===== config.mk =====
export PLATFORM = sky130hd
export DESIGN_NAME = h264_nalu_rtp_packetizer_core
export DESIGN_NICKNAME = d
export VERILOG_FILES = /design/src/hnrp_pkg.sv /design/src/h264_nalu_rtp_packetizer_core.sv /design/src/hnrp_front.sv /design/src/hnrp_queue.sv /design/src/hnrp_back.sv
export SDC_FILE = /design/constraint.sdc
export NUM_CORES = 1
export LEC_CHECK = 0
export BUFFER_PORTS_ARGS = -buffer_cell sky130_fd_sc_hd__buf_4
export CORE_UTILIZATION = 66
export DETAILED_ROUTE_END_ITERATION = 8
export PLACE_DENSITY_LB_ADDON = 0.3
export SLEW_MARGIN = 25
export SYNTH_ARGS = -nofsm -noshare
export SYNTH_HDL_FRONTEND = slang
export SYNTH_SLANG_ARGS = --single-unit
export TNS_END_PERCENT = 10

===== constraint.sdc =====
create_clock -name aclk -period 8.8 [get_ports aclk]
set_input_delay 0.44 -clock aclk [delete_from_list [all_inputs] [get_ports aclk]]
set_output_delay 0.44 -clock aclk [all_outputs]
set_load 0.01 [all_outputs]

===== src/hnrp_pkg.sv =====
// Shared types and constants of the H.264 NAL unit RTP packetizer.
`default_nettype none

package hnrp_pkg;

    localparam int QDEPTH = 4;

    localparam logic [7:0]  FU_A_TYPE = 8'd28;
    localparam logic [7:0]  TYPE_MASK = 8'h1f;
    localparam logic [7:0]  F_BIT     = 8'h80;
    localparam logic [7:0]  NRI_MASK  = 8'h60;

    localparam logic [10:0] MP_RESET  = 11'd1300;
    localparam logic [10:0] MP_MIN    = 11'd4;
    localparam logic [10:0] MP_MAX    = 11'd1400;
    localparam logic [15:0] TS_RESET  = 16'd3600;

    localparam logic CFG_MAX_PAYLOAD  = 1'b0;
    localparam logic CFG_TS_INCREMENT = 1'b1;

    typedef enum logic [1:0] {
        PH_IDLE,
        PH_COLLECT,
        PH_AWAIT,
        PH_STREAM
    } hnrp_phase_t;

    typedef enum logic [1:0] {
        MODE_NONE,
        MODE_SINGLE_MARK,
        MODE_SINGLE_PLAIN,
        MODE_FRAG
    } hnrp_mode_t;

    typedef enum logic [1:0] {
        SUB_IND,
        SUB_FUH,
        SUB_DATA
    } hnrp_sub_t;

    typedef struct packed {
        logic [10:0] max_payload;
        logic [15:0] ts_increment;
    } hnrp_cfg_t;

    // one payload byte, optionally preceded by the two FU-A header bytes
    typedef struct packed {
        logic        hdr;
        logic [7:0]  fu_ind;
        logic [7:0]  fu_hdr;
        logic [7:0]  data;
        logic        first;
        logic        last;
        logic        marker;
        logic [15:0] ts;
    } hnrp_entry_t;

endpackage

`default_nettype wire


===== src/h264_nalu_rtp_packetizer_core.sv =====
// Top level of the H.264 NAL unit RTP packetizer: config registers and datapath wiring.
// Usage:
//   s_* stream carries one NAL unit buffer byte per word, start code included; the
//   first word has unit_start and the buffer length, the last word has tlast.
//   m_* stream carries RTP payload bytes, FU-A headers included, one per word;
//   tlast closes a packet, tuser gives packet start and the RTP marker, and the
//   upper tdata bits give the timestamp advance on a NAL unit's last word.
//   cfg_* writes max_payload (index 0) and ts_increment (index 1); always ready.
// Timing:
//   With the four-entry queue empty, an accepted payload byte passes the queue and
//   then the output register to m_*; a fragment's first byte follows its two header
//   words, which the queue and backpressure absorb. One byte per cycle is sustained
//   while m_tready is high, outside start code replay. Resolving the start code holds
//   s_tready low while held bytes are replayed: the byte after a three-byte start code,
//   all four with no start code, none after a four-byte one.
// Reset clears all control state and loads max_payload 1300, ts_increment 3600.
// When m_tready is low the output word holds; once the queue fills, s_tready drops.
`default_nettype none

module h264_nalu_rtp_packetizer_core #(
    parameter int LENGTH_BITS = 16
) (
    input  logic        aclk,
    input  logic        aresetn,
    input  logic        s_tvalid,
    output logic        s_tready,
    input  logic [23:0] s_tdata,   // [7:0] data_byte, [23:8] unit_length
    input  logic        s_tlast,
    input  logic [1:0]  s_tuser,   // [0] unit_start, [1] param_set
    output logic        m_tvalid,
    input  logic        m_tready,
    output logic [23:0] m_tdata,   // [7:0] out_byte, [23:8] ts_step
    output logic        m_tlast,
    output logic [1:0]  m_tuser,   // [0] packet_first, [1] rtp_marker
    input  logic        cfg_valid,
    output logic        cfg_ready,
    input  logic        cfg_index,
    input  logic [15:0] cfg_data
);
    import hnrp_pkg::*;

    hnrp_cfg_t   cfg_reg, cfg_next;
    logic        push, q_space, pop, head_valid;
    hnrp_entry_t push_entry, head;
    logic [7:0]  out_byte;
    logic [15:0] out_ts;
    logic        out_first, out_marker;

    assign cfg_ready = 1'b1;

    always_comb begin
        cfg_next = cfg_reg;
        if (cfg_valid) begin
            case (cfg_index)
                CFG_MAX_PAYLOAD:  cfg_next.max_payload  = cfg_data[10:0];
                CFG_TS_INCREMENT: cfg_next.ts_increment = cfg_data;
                default: ;
            endcase
        end
    end

    always_ff @(posedge aclk) begin
        if (!aresetn) begin
            cfg_reg.max_payload  <= MP_RESET;
            cfg_reg.ts_increment <= TS_RESET;
        end else begin
            cfg_reg <= cfg_next;
        end
    end

    hnrp_front #(
        .LENGTH_BITS (LENGTH_BITS)
    ) u_front (
        .aclk       (aclk),
        .aresetn    (aresetn),
        .cfg        (cfg_reg),
        .in_valid   (s_tvalid),
        .in_ready   (s_tready),
        .in_byte    (s_tdata[7:0]),
        .in_start   (s_tuser[0]),
        .in_end     (s_tlast),
        .in_length  (s_tdata[23:8]),
        .in_param   (s_tuser[1]),
        .push       (push),
        .push_entry (push_entry),
        .q_space    (q_space)
    );

    hnrp_queue u_queue (
        .aclk       (aclk),
        .aresetn    (aresetn),
        .push       (push),
        .push_entry (push_entry),
        .space      (q_space),
        .pop        (pop),
        .head_valid (head_valid),
        .head       (head)
    );

    hnrp_back u_back (
        .aclk       (aclk),
        .aresetn    (aresetn),
        .head_valid (head_valid),
        .head       (head),
        .pop        (pop),
        .out_valid  (m_tvalid),
        .out_ready  (m_tready),
        .out_byte   (out_byte),
        .out_first  (out_first),
        .out_last   (m_tlast),
        .out_marker (out_marker),
        .out_ts     (out_ts)
    );

    assign m_tdata = {out_ts, out_byte};
    assign m_tuser = {out_marker, out_first};

endmodule

`default_nettype wire


===== src/hnrp_front.sv =====
// Front end: start code stripping, packet mode decision and fragment bookkeeping.
`default_nettype none

module hnrp_front #(
    parameter int LENGTH_BITS = 16
) (
    input  logic                 aclk,
    input  logic                 aresetn,
    input  hnrp_pkg::hnrp_cfg_t  cfg,
    input  logic                 in_valid,
    output logic                 in_ready,
    input  logic [7:0]           in_byte,
    input  logic                 in_start,
    input  logic                 in_end,
    input  logic [15:0]          in_length,
    input  logic                 in_param,
    output logic                 push,
    output hnrp_pkg::hnrp_entry_t push_entry,
    input  logic                 q_space
);
    import hnrp_pkg::*;

    logic [7:0]             la_reg [4];
    logic [2:0]             held_reg, held_next;
    logic [7:0]             header_reg, header_next;
    hnrp_mode_t             mode_reg, mode_next;
    logic [LENGTH_BITS-1:0] bl_reg, bl_next;
    logic [10:0]            fill_reg, fill_next;
    hnrp_phase_t            phase_reg, phase_next;
    logic                   ps_reg, ps_next;
    logic [10:0]            mp_reg, mp_next;
    logic                   begun_reg, begun_next;
    logic                   drain_reg, drain_next;
    logic [1:0]             didx_reg, didx_next;
    logic                   endp_reg, endp_next;

    logic                   step_in, step_drain;
    logic                   la_we;
    logic [1:0]             la_widx;
    logic [LENGTH_BITS-1:0] len_w, bl_dec, mp_ext;
    logic [2:0]             held_inc;
    logic [10:0]            mp_clamp;
    logic                   s3, s4;
    logic                   feed_en, awaited;
    logic [7:0]             fb;
    logic [LENGTH_BITS-1:0] fa;
    logic                   fa_zero, fa_fits, endfrag;
    logic [10:0]            fill_inc;

    assign in_ready   = !drain_reg && q_space;
    assign step_in    = in_valid && in_ready;
    assign step_drain = drain_reg && q_space;
    assign len_w      = LENGTH_BITS'(in_length);
    assign bl_dec     = bl_reg - 1'b1;
    assign mp_ext     = {{(LENGTH_BITS-11){1'b0}}, mp_reg};
    assign held_inc   = held_reg + 3'd1;
    assign mp_clamp   = (cfg.max_payload < MP_MIN) ? MP_MIN :
                        ((cfg.max_payload > MP_MAX) ? MP_MAX : cfg.max_payload);
    // start code test; the fourth byte is the one arriving now
    assign s3 = (la_reg[0] == 8'd0) && (la_reg[1] == 8'd0) && (la_reg[2] == 8'd1);
    assign s4 = (la_reg[0] == 8'd0) && (la_reg[1] == 8'd0) && (la_reg[2] == 8'd0) &&
                (in_byte == 8'd1);

    always_comb begin
        held_next   = held_reg;
        header_next = header_reg;
        mode_next   = mode_reg;
        bl_next     = bl_reg;
        fill_next   = fill_reg;
        phase_next  = phase_reg;
        ps_next     = ps_reg;
        mp_next     = mp_reg;
        begun_next  = begun_reg;
        drain_next  = drain_reg;
        didx_next   = didx_reg;
        endp_next   = endp_reg;
        la_we       = 1'b0;
        la_widx     = held_reg[1:0];
        feed_en     = 1'b0;
        awaited     = 1'b0;
        fb          = in_byte;
        fa          = bl_dec;
        fa_zero     = 1'b0;
        fa_fits     = 1'b0;
        endfrag     = 1'b0;
        fill_inc    = '0;
        push        = 1'b0;
        push_entry  = '0;

        if (step_drain) begin
            // replay held bytes that follow the start code, or all of them if there is none
            feed_en   = 1'b1;
            fb        = la_reg[didx_reg];
            fa        = LENGTH_BITS'(2'd3 - didx_reg) + bl_reg;
            didx_next = didx_reg + 2'd1;
            if (didx_reg == 2'd3) begin
                drain_next = 1'b0;
            end
        end else if (step_in) begin
            if (in_start) begin
                mode_next  = MODE_NONE;
                fill_next  = '0;
                begun_next = 1'b0;
                if (len_w < LENGTH_BITS'(4)) begin
                    phase_next = PH_IDLE;
                    bl_next    = '0;
                end else begin
                    phase_next = PH_COLLECT;
                    la_we      = 1'b1;
                    la_widx    = 2'd0;
                    held_next  = 3'd1;
                    bl_next    = len_w - 1'b1;
                    ps_next    = in_param;
                end
            end else begin
                case (phase_reg)
                    PH_COLLECT: begin
                        la_we     = 1'b1;
                        held_next = held_inc;
                        bl_next   = bl_dec;
                        if (held_inc[2]) begin
                            mp_next    = mp_clamp;
                            phase_next = PH_AWAIT;
                            endp_next  = in_end;
                            if (s4 && bl_dec == '0) begin
                                phase_next = PH_IDLE;
                            end else if (s3) begin
                                drain_next = 1'b1;
                                didx_next  = 2'd3;
                            end else if (!s4) begin
                                drain_next = 1'b1;
                                didx_next  = 2'd0;
                            end
                        end
                    end
                    PH_AWAIT, PH_STREAM: begin
                        if (bl_reg != '0) begin
                            bl_next = bl_dec;
                            feed_en = 1'b1;
                        end else begin
                            phase_next = PH_IDLE;
                        end
                    end
                    default: ;
                endcase
            end
        end

        if (feed_en) begin
            fa_zero = (fa == '0);
            fa_fits = (fa < mp_ext);
            if (phase_next == PH_AWAIT) begin
                // NAL header byte: pick the packet mode
                awaited     = 1'b1;
                header_next = fb;
                mode_next   = ps_reg ? MODE_SINGLE_PLAIN :
                              (fa_fits ? MODE_SINGLE_MARK : MODE_FRAG);
                phase_next  = PH_STREAM;
                fill_next   = '0;
                begun_next  = 1'b0;
            end
            if (awaited && mode_next == MODE_FRAG) begin
                push = 1'b0;
            end else if (mode_next == MODE_FRAG) begin
                push              = 1'b1;
                push_entry.hdr    = (fill_next == '0);
                push_entry.fu_ind = (header_next & (F_BIT | NRI_MASK)) | FU_A_TYPE;
                push_entry.fu_hdr = {!begun_next, fa_fits, 6'd0} | (header_next & TYPE_MASK);
                if (fill_next == '0) begin
                    begun_next = 1'b1;
                end
                fill_inc          = fill_next + 11'd1;
                endfrag           = fa_zero || (fill_inc >= mp_reg);
                push_entry.data   = fb;
                push_entry.first  = 1'b0;
                push_entry.last   = endfrag;
                push_entry.marker = fa_zero;
                push_entry.ts     = fa_zero ? cfg.ts_increment : 16'd0;
                fill_next         = endfrag ? 11'd0 : fill_inc;
            end else begin
                push              = 1'b1;
                push_entry.hdr    = 1'b0;
                push_entry.data   = fb;
                push_entry.first  = (fill_next == '0);
                push_entry.last   = fa_zero;
                push_entry.marker = fa_zero && (mode_next == MODE_SINGLE_MARK);
                push_entry.ts     = fa_zero ? cfg.ts_increment : 16'd0;
                fill_next         = 11'd1;
            end
            if (fa_zero) begin
                phase_next = PH_IDLE;
            end
        end

        if (step_drain && didx_reg == 2'd3 && endp_reg) begin
            phase_next = PH_IDLE;
        end
        if (step_in && in_end && !drain_next) begin
            phase_next = PH_IDLE;
        end
    end

    always_ff @(posedge aclk) begin
        if (!aresetn) begin
            held_reg   <= '0;
            header_reg <= '0;
            mode_reg   <= MODE_NONE;
            bl_reg     <= '0;
            fill_reg   <= '0;
            phase_reg  <= PH_IDLE;
            ps_reg     <= 1'b0;
            mp_reg     <= MP_RESET;
            begun_reg  <= 1'b0;
            drain_reg  <= 1'b0;
            didx_reg   <= '0;
            endp_reg   <= 1'b0;
        end else begin
            held_reg   <= held_next;
            header_reg <= header_next;
            mode_reg   <= mode_next;
            bl_reg     <= bl_next;
            fill_reg   <= fill_next;
            phase_reg  <= phase_next;
            ps_reg     <= ps_next;
            mp_reg     <= mp_next;
            begun_reg  <= begun_next;
            drain_reg  <= drain_next;
            didx_reg   <= didx_next;
            endp_reg   <= endp_next;
        end
    end

    always_ff @(posedge aclk) begin
        if (la_we) begin
            la_reg[la_widx] <= in_byte;
        end
    end

endmodule

`default_nettype wire


===== src/hnrp_queue.sv =====
// Short entry queue between the front end and the output sequencer.
`default_nettype none

module hnrp_queue (
    input  logic                  aclk,
    input  logic                  aresetn,
    input  logic                  push,
    input  hnrp_pkg::hnrp_entry_t push_entry,
    output logic                  space,
    input  logic                  pop,
    output logic                  head_valid,
    output hnrp_pkg::hnrp_entry_t head
);
    import hnrp_pkg::*;

    localparam int PW = $clog2(QDEPTH);

    hnrp_entry_t   mem_reg [QDEPTH];
    logic [PW-1:0] wr_reg, wr_next;
    logic [PW-1:0] rd_reg, rd_next;
    logic [PW:0]   count_reg, count_next;
    logic          do_push, do_pop;

    assign space      = (count_reg != (PW+1)'(QDEPTH));
    assign head_valid = (count_reg != '0);
    assign head       = mem_reg[rd_reg];
    assign do_push    = push && space;
    assign do_pop     = pop && head_valid;

    always_comb begin
        wr_next    = do_push ? wr_reg + 1'b1 : wr_reg;
        rd_next    = do_pop ? rd_reg + 1'b1 : rd_reg;
        count_next = count_reg;
        if (do_push && !do_pop) begin
            count_next = count_reg + 1'b1;
        end else if (do_pop && !do_push) begin
            count_next = count_reg - 1'b1;
        end
    end

    always_ff @(posedge aclk) begin
        if (!aresetn) begin
            wr_reg    <= '0;
            rd_reg    <= '0;
            count_reg <= '0;
        end else begin
            wr_reg    <= wr_next;
            rd_reg    <= rd_next;
            count_reg <= count_next;
        end
    end

    always_ff @(posedge aclk) begin
        if (do_push) begin
            mem_reg[wr_reg] <= push_entry;
        end
    end

endmodule

`default_nettype wire


===== src/hnrp_back.sv =====
// Output sequencer: expands queue entries into words and holds the output register.
`default_nettype none

module hnrp_back (
    input  logic                  aclk,
    input  logic                  aresetn,
    input  logic                  head_valid,
    input  hnrp_pkg::hnrp_entry_t head,
    output logic                  pop,
    output logic                  out_valid,
    input  logic                  out_ready,
    output logic [7:0]            out_byte,
    output logic                  out_first,
    output logic                  out_last,
    output logic                  out_marker,
    output logic [15:0]           out_ts
);
    import hnrp_pkg::*;

    hnrp_sub_t   sub_reg, sub_next;
    logic        valid_reg, valid_next;
    logic [7:0]  byte_reg;
    logic        first_reg, last_reg, marker_reg;
    logic [15:0] ts_reg;

    logic        load, final_word;
    logic [7:0]  w_byte;
    logic        w_first, w_last, w_marker;
    logic [15:0] w_ts;

    assign load = head_valid && (!valid_reg || out_ready);

    always_comb begin
        w_byte     = head.data;
        w_first    = head.first;
        w_last     = head.last;
        w_marker   = head.marker;
        w_ts       = head.ts;
        final_word = 1'b1;
        case (sub_reg)
            SUB_IND: begin
                if (head.hdr) begin
                    w_byte     = head.fu_ind;
                    w_first    = 1'b1;
                    w_last     = 1'b0;
                    w_marker   = 1'b0;
                    w_ts       = '0;
                    final_word = 1'b0;
                end
            end
            SUB_FUH: begin
                w_byte     = head.fu_hdr;
                w_first    = 1'b0;
                w_last     = 1'b0;
                w_marker   = 1'b0;
                w_ts       = '0;
                final_word = 1'b0;
            end
            SUB_DATA: final_word = 1'b1;
            default:  final_word = 1'b1;
        endcase

        sub_next = sub_reg;
        if (load) begin
            if (final_word) begin
                sub_next = SUB_IND;
            end else if (sub_reg == SUB_IND) begin
                sub_next = SUB_FUH;
            end else begin
                sub_next = SUB_DATA;
            end
        end
        pop        = load && final_word;
        valid_next = load ? 1'b1 : (out_ready ? 1'b0 : valid_reg);
    end

    always_ff @(posedge aclk) begin
        if (!aresetn) begin
            sub_reg   <= SUB_IND;
            valid_reg <= 1'b0;
        end else begin
            sub_reg   <= sub_next;
            valid_reg <= valid_next;
        end
    end

    always_ff @(posedge aclk) begin
        if (load) begin
            byte_reg   <= w_byte;
            first_reg  <= w_first;
            last_reg   <= w_last;
            marker_reg <= w_marker;
            ts_reg     <= w_ts;
        end
    end

    assign out_valid  = valid_reg;
    assign out_byte   = byte_reg;
    assign out_first  = first_reg;
    assign out_last   = last_reg;
    assign out_marker = marker_reg;
    assign out_ts     = ts_reg;

endmodule

`default_nettype wire


=== Word level (Yosys, flattened, before mapping) ===
Memories as Yosys holds them, arrays and structs flattened. A register that Yosys moved wholly into a read port is not among the register bits.
Index checks and enable logic that the tools add are counted.

* Reductions and logical operators: 53
* Divide/modulo/power cells: 0
* Bitwise gates (word level): 6
* Shift operators: 0
* Add/sub/neg operators: 11
* Multipliers: 0
* $lt $le $gt $ge: 5
* Muxes and demuxes: 117
* Equal/unequal tests: 16

{| class="wikitable"
|+ Operators with widths
! kind !! count
|-
| $mux W11 || 11
|-
| $mux W16 || 7
|-
| $mux W44 || 2
|-
| $mux W2 || 35
|-
| $pmux W16 S2 || 2
|-
| $mux W1 || 44
|-
| $logic_not A16 Y1 || 2
|-
| $mux W8 || 4
|-
| $sub A16 B1 Y16 const B || 2
|-
| $logic_not A8 Y1 || 3
|-
| $logic_and A1 B1 Y1 || 20
|-
| $mux W19 || 1
|-
| $add A16 B16 Y16 || 1
|-
| $eq A8 B1 Y1 const B || 2
|-
| $lt A16 B11 Y1 || 1
|-
| $lt A16 B3 Y1 const B || 1
|-
| $pmux W8 S2 || 1
|-
| $reduce_bool A16 Y1 || 1
|-
| $mux W3 || 5
|-
| $reduce_and A4 Y1 || 3
|-
| $reduce_bool A2 Y1 || 6
|-
| $add A11 B1 Y11 const B || 1
|-
| $ge A11 B11 Y1 || 1
|-
| $gt A11 B11 Y1 const B || 1
|-
| 26 further kinds || 51
|}

* RAM bits: 208
* Input bits: 49
* Output and inout port bits: 30
* Logic and storage cells: 234
* Flip-flop bits (word level): 123
* Memories kept: 2
* Memory bits (read-only): 0
* Latch bits: 0

{| class="wikitable"
|+ Memory list
! name !! words !! bits a word !! read ports !! clocked after memory_dff !! write ports !! line !! RTL
|-
| u_queue.mem_reg || 4 || 44 || 1 || 1 || 1 || hnrp_queue.sv:18 || <nowiki>hnrp_entry_t mem_reg [QDEPTH];</nowiki>
|-
| u_front.la_reg || 4 || 8 || 4 || 1 || 1 || hnrp_front.sv:23 || <nowiki>logic [7:0] la_reg [4];</nowiki>
|}

=== Logic depth before layout (Yosys ltp) ===
An unclocked memory read counts as a cell.

* Word-level depth: 24
* Mapped depth: 23
* Gate-level depth less buffers: 22

=== Modules after synthesis ===
Synthesis repeated with hierarchy kept, for this count alone.

* Cell total of the unflattened synthesis: 1238
* Area, all modules: 15693.8 um2

{| class="wikitable"
|+ By module, submodules not included
! module !! sequential area each (um2) !! cells an instance !! instances !! area an instance (um2)
|-
| hnrp_queue || 5465.2 || 278 || 1 || 6902.9
|-
| hnrp_front || 2182.1 || 745 || 1 || 6384.9
|-
| hnrp_back || 870.8 || 95 || 1 || 1249.9
|-
| h264_nalu_rtp_packetizer_core || 540.5 || 120 || 1 || 1156.1
|}

=== Worst setup path after synthesis ===
Ideal clock, no wire load.

* Kind: register to register
* Start point: register u_front.bl_reg[1]
* End point: register u_front.fill_reg[10]
* Path buffers: 1
* Cell stages (with the launch flop): 23
* Library setup time: 66 ps
* Path slack: 3911 ps
* Data required time: 8734 ps
* Arrival time: 4823 ps
* Period minus slack after synthesis: 4889 ps
* Cell sequence: dfxtp_1 -> inv_1 -> ha_1 -> or4b_1 -> clkbuf_1 -> o31a_1 -> nor4_4 -> nand4_1 -> a2bb2oi_2 -> nor2_1 -> and2_1 -> ha_1 -> nand2_1 -> nor3_1 -> xnor2_1 -> nor3_1 -> ha_1 -> a2111oi_0 -> o21a_1 -> o21ai_0 -> a31oi_1 -> a32oi_1 -> nor2_1

* Cells in the longest elaborated chain, start to end: 19
* Elaborated cells between the ends (all ways): 38
* Those cells by class: add/sub: 3; order compare: 2; eq/ne: 2; mux: 25; reduce/logical: 6

{| class="wikitable"
|+ Ends and longest elaborated chain
! element !! line !! RTL
|-
| from (decl) || hnrp_front.sv:27 || <nowiki>logic [LENGTH_BITS-1:0] bl_reg, bl_next;</nowiki>
|-
| from (signal assigned) || hnrp_front.sv:221 || <nowiki>bl_reg <= bl_next;</nowiki>
|-
| $sub A16 B1 Y16 || hnrp_front.sv:54 || <nowiki>assign bl_dec = bl_reg - 1'b1;</nowiki>
|-
| $logic_not A16 Y1 || hnrp_front.sv:125 || <nowiki>if (s4 && bl_dec == '0) begin</nowiki>
|-
| $logic_and A1 B1 Y1 || hnrp_front.sv:125 ||
|-
| $mux W2 || hnrp_front.sv:125 ||
|-
| $mux W2 || hnrp_front.sv:121 || <nowiki>if (held_inc[2]) begin</nowiki>
|-
| $pmux W2 S2 || hnrp_front.sv:116 || <nowiki>case (phase_reg)</nowiki>
|-
| $mux W2 || hnrp_front.sv:100 || <nowiki>if (in_start) begin</nowiki>
|-
| $mux W2 || hnrp_front.sv:99 || <nowiki>end else if (step_in) begin</nowiki>
|-
| [3 not listed] || - ||
|-
| $mux W11 || hnrp_front.sv:149 || <nowiki>if (feed_en) begin</nowiki>
|-
| $add A11 B1 Y11 || hnrp_front.sv:172 || <nowiki>fill_inc = fill_next + 11'd1;</nowiki>
|-
| $ge A11 B11 Y1 || hnrp_front.sv:173 || <nowiki>endfrag = fa_zero || (fill_inc >= mp_reg);</nowiki>
|-
| $logic_or A1 B1 Y1 || hnrp_front.sv:173 ||
|-
| $mux W11 || hnrp_front.sv:179 || <nowiki>fill_next = endfrag ? 11'd0 : fill_inc;</nowiki>
|-
| $mux W11 || hnrp_front.sv:164 || <nowiki>end else if (mode_next == MODE_FRAG) begin</nowiki>
|-
| $mux W11 || hnrp_front.sv:162 || <nowiki>if (awaited && mode_next == MODE_FRAG) begin</nowiki>
|-
| $mux W11 (*) || hnrp_front.sv:149 ||
|-
| to (signal assigned) || hnrp_front.sv:222 || <nowiki>fill_reg <= fill_next;</nowiki>
|-
| to (decl) || hnrp_front.sv:28 || <nowiki>logic [10:0] fill_reg, fill_next;</nowiki>
|}

Every way passes the cells marked *; elsewhere a longest branch is shown, timed or not. The select of a mux whose other input is x is not followed.
A chain may end at the register's enable or synchronous reset.

=== Worst setup path in the final report ===
* Start point: register u_front.bl_reg[1]
* End point: register u_front.fill_reg[7]

Same word-level chain as after synthesis.

==> run_results.csv <==
group,metric,value,unit
power_and_ir_drop,p_leak,5.47,nW
logic_synthesis,avgSynthCellArea,12.1,sq um
critical_path,path_class,"reg -> reg",
logic_synthesis,synth_edf_count,215,
critical_path,critPathArrivalTime,6.60,ns
global_routing,antenna_found_initial,0,
floorplanning,die_h,150,um
floorplanning,core-area,21200,sq um
clock_tree,cts.sinks,315,
clock_tree,cts_tree,"built",
floorplanning,dieArea,22400,sq um
drt,via_per_inst,6.42,
global_routing,grt_max_degree,67,
sta,rsz0062_at_grt,"no",
placed_design,portBuffers,77,
floorplanning,num_rows,53,
clock_tree,cts.htree.levels,1,
critical_path,crit_required,9.28,ns
clock_tree,root_buffer,"clkbuf_16",
global_routing,grt_pass1_vias,9830,
sta,fmax,0.163,GHz
finish,layout_commonest_cell,"edfxtp_1",
drt,wl_per_cell,20.9,um
finish,most-common-layout-cells,"edfxtp_1 (215), nand2_1 (121), nor2_1 (102), dfxtp_1 (99), buf_4 (89)",
clock_tree,ctsHoldBuffers,0,
drt,via_count,9904,
global_routing,grt_use_total,29.3,%
logic_synthesis,synth_ff_type,"edfxtp_1",
sta,finalSetupTns,0,ns
drt,drcViolationCount,0,
sta,finalSetupViolCount,0,
logic_synthesis,synth.distinct_cells,73,
logic_synthesis,postSynth.asyncResetShare,0,%
finish,final_cells,1542,
sta,slew_violations,0,
power_and_ir_drop,power,3.10,mW
logic_synthesis,synth_fp_nets,1277,
critical_path,cp-start-kind,"flip-flop",
finish,n_antenna_cell,0,
drt,drt-total-wl,32.2,mm
logic_synthesis,ys_warn_count,0,
drt,first_iter_violations,759,
clock_tree,cts_setup_buffers,0,
sta,fin_crit,6.12,ns
sta,fin_crit_sh,69.6,%
logic_synthesis,yosysSeqAreaShare,58.8,%
sta,slew_headroom,36.3,%
clock_tree,cts_made_buffers,30,
finish,area_growth,12.0,%
outcome,status,"finished clean",
clock_tree,clk_pin_slew_worst_paths,0.06,ns
finish,final_util,75.9,%
clock_tree,clk_latency,0.56,ns
placed_design,placed_cells,1486,
sta,hold_violations,0,
logic_synthesis,ys_seq_elements,315,
power_and_ir_drop,ir_worst_vdd,143,uV
job,maxCapViolCount,0,
global_routing,grt_pass1_wl,50.7,mm
critical_path,critPathCaptureType,"flip-flop",
power_and_ir_drop,power.density,193,nW/um^2
drt,ant_nets,0,
logic_synthesis,synth_area,14400,sq um
logic_synthesis,synthCells,1192,
placed_design,finalWeightedCongestion,0.930,
floorplanning,initial_core_util,67.8,%
finish,drive_gt1_share,15.7,%
drt,drt_pre_antenna_iters,6,
floorplanning,ios,79,
finish,final_nets,1328,
sta,fin_skew,0.0191,ns
hold_path,hp-class,"in -> reg",
finish,largest_reg_flops,156,
critical_path,r2r_slack,2.68,ns
sta,worstMarginPinSlew,0.950,ns
placed_design,place_hpwl,20.7,mm
floorplanning,die_w,150,um
clock_tree,cts_buffer_depth,3,
critical_path,crit_fanout,19,
global_routing,grt_overflow,0,
clock_tree,cts.repair.resized,0,
kinds of logic after synthesis:
family / Yosys count / share of synthesized area (%)
compound gates: 200 / 9.01
mux: 66 / 8.70
buf+inv: 106 / 3.08
xor+xnor: 40 / 2.44
other cells: 1 / 0.0261
flops: 315 / 58.8
simple gates: 428 / 14.7
fa+ha+maj: 36 / 3.24
per-stage QoR:
| stage | worst slack (ns) | instance area [sq um] | hold slack [ns] |
|---|---|---|---|
| floorplan | 3.91 | 14400 | 0.432 |
| global placement | 3.08 | 15100 | 0.439 |
| detailed placement | 2.75 | 15100 | 0.446 |
| CTS | 2.77 | 16100 | 0.104 |
| global route | 2.27 | 16100 | 0.109 |
| finish | 2.68 | 16100 | 0.118 |
path summary, 6_finish.rpt:
path                                   from                             end  cells past startpoint
max          u_front.bl_reg[1]$_SDFFE_PN0P_  u_front.fill_reg[7]$_SDFF_PN0_                     22
min                              s_tdata[6]  u_front.la_reg[0][6]$_DFFE_PP_                      1
max reg2reg  u_front.bl_reg[1]$_SDFFE_PN0P_  u_front.fill_reg[7]$_SDFF_PN0_                     22
min reg2reg        cfg_reg[15]$_SDFFE_PN0P_        cfg_reg[15]$_SDFFE_PN0P_                      2
cell usage after synthesis (all sizes together), types with 6 or more instances:
library cell	n	share of area, %
a22oi	13	0.68
a32oi	10	0.61
or3	7	0.30
a31oi	8	0.35
and2	39	1.7
nand3	25	0.87
xor2	14	0.85
nand4	15	0.65
nor2b	10	0.44
mux2i	17	1.2
a21o	7	0.37
a211oi	13	0.68
edfxtp	215	45
o211ai	8	0.42
dfxtp	100	14
nand2b	8	0.35
nor2	102	2.7
ha	34	3.0
o21ai	43	1.5
and3	21	0.91
nand2	121	3.2
inv	35	0.91
o21a	6	0.31
xnor2	26	1.6
a21oi	56	1.9
buf	23	0.90
clkbuf	47	1.2
nor4	29	1.5
nor3	30	1.0
mux4	47	7.4
cell type report:
class                   count  area, sq um
flip-flops and latches    315         8460
multi-input cells         771         5510
fillers                  1325         5110
clock buffers              48          888
repair buffers             89          668
well taps                 275          344
inverters                  36          135
clock inverters             8          106
worst max-delay path, cell delays in order, from the launching register on:
cell and delay [ns]:
dfxtp_1 0.35, inv_1 0.14, ha_1 0.28, or4b_1 0.62, o31a_1 0.39, nor4_4 0.33
nand4_1 0.15, a2bb2oi_2 0.16, buf_4 0.23, nor2_1 0.18, and2_1 0.19, ha_1 0.22
nand2_1 0.09, nor3_1 0.22, xnor2_1 0.09, nor3_1 0.24, ha_1 0.30, a2111oi_0 0.39
o21a_1 0.17, o21ai_0 0.15, a31oi_1 0.74, a32oi_1 0.26, nor2_1 0.16
per-layer routing:
layer / GRT usage (%) / vias up / routed length (um)
met1: 38.3 / 4830 / 12800
li1: - / 4557 / -
met4: 10.7 / 0 / 925
met5: 0 / - / 0
met2: 50.0 / 447 / 16200
met3: 3.84 / 70 / 2180
report_power, final:
part           switching, mW  internal (mW)
clock                  0.530          0.750
combinational          0.134         0.0902
sequential            0.0211           1.58
No activity file was read; power rests on OpenSTA's default activity.
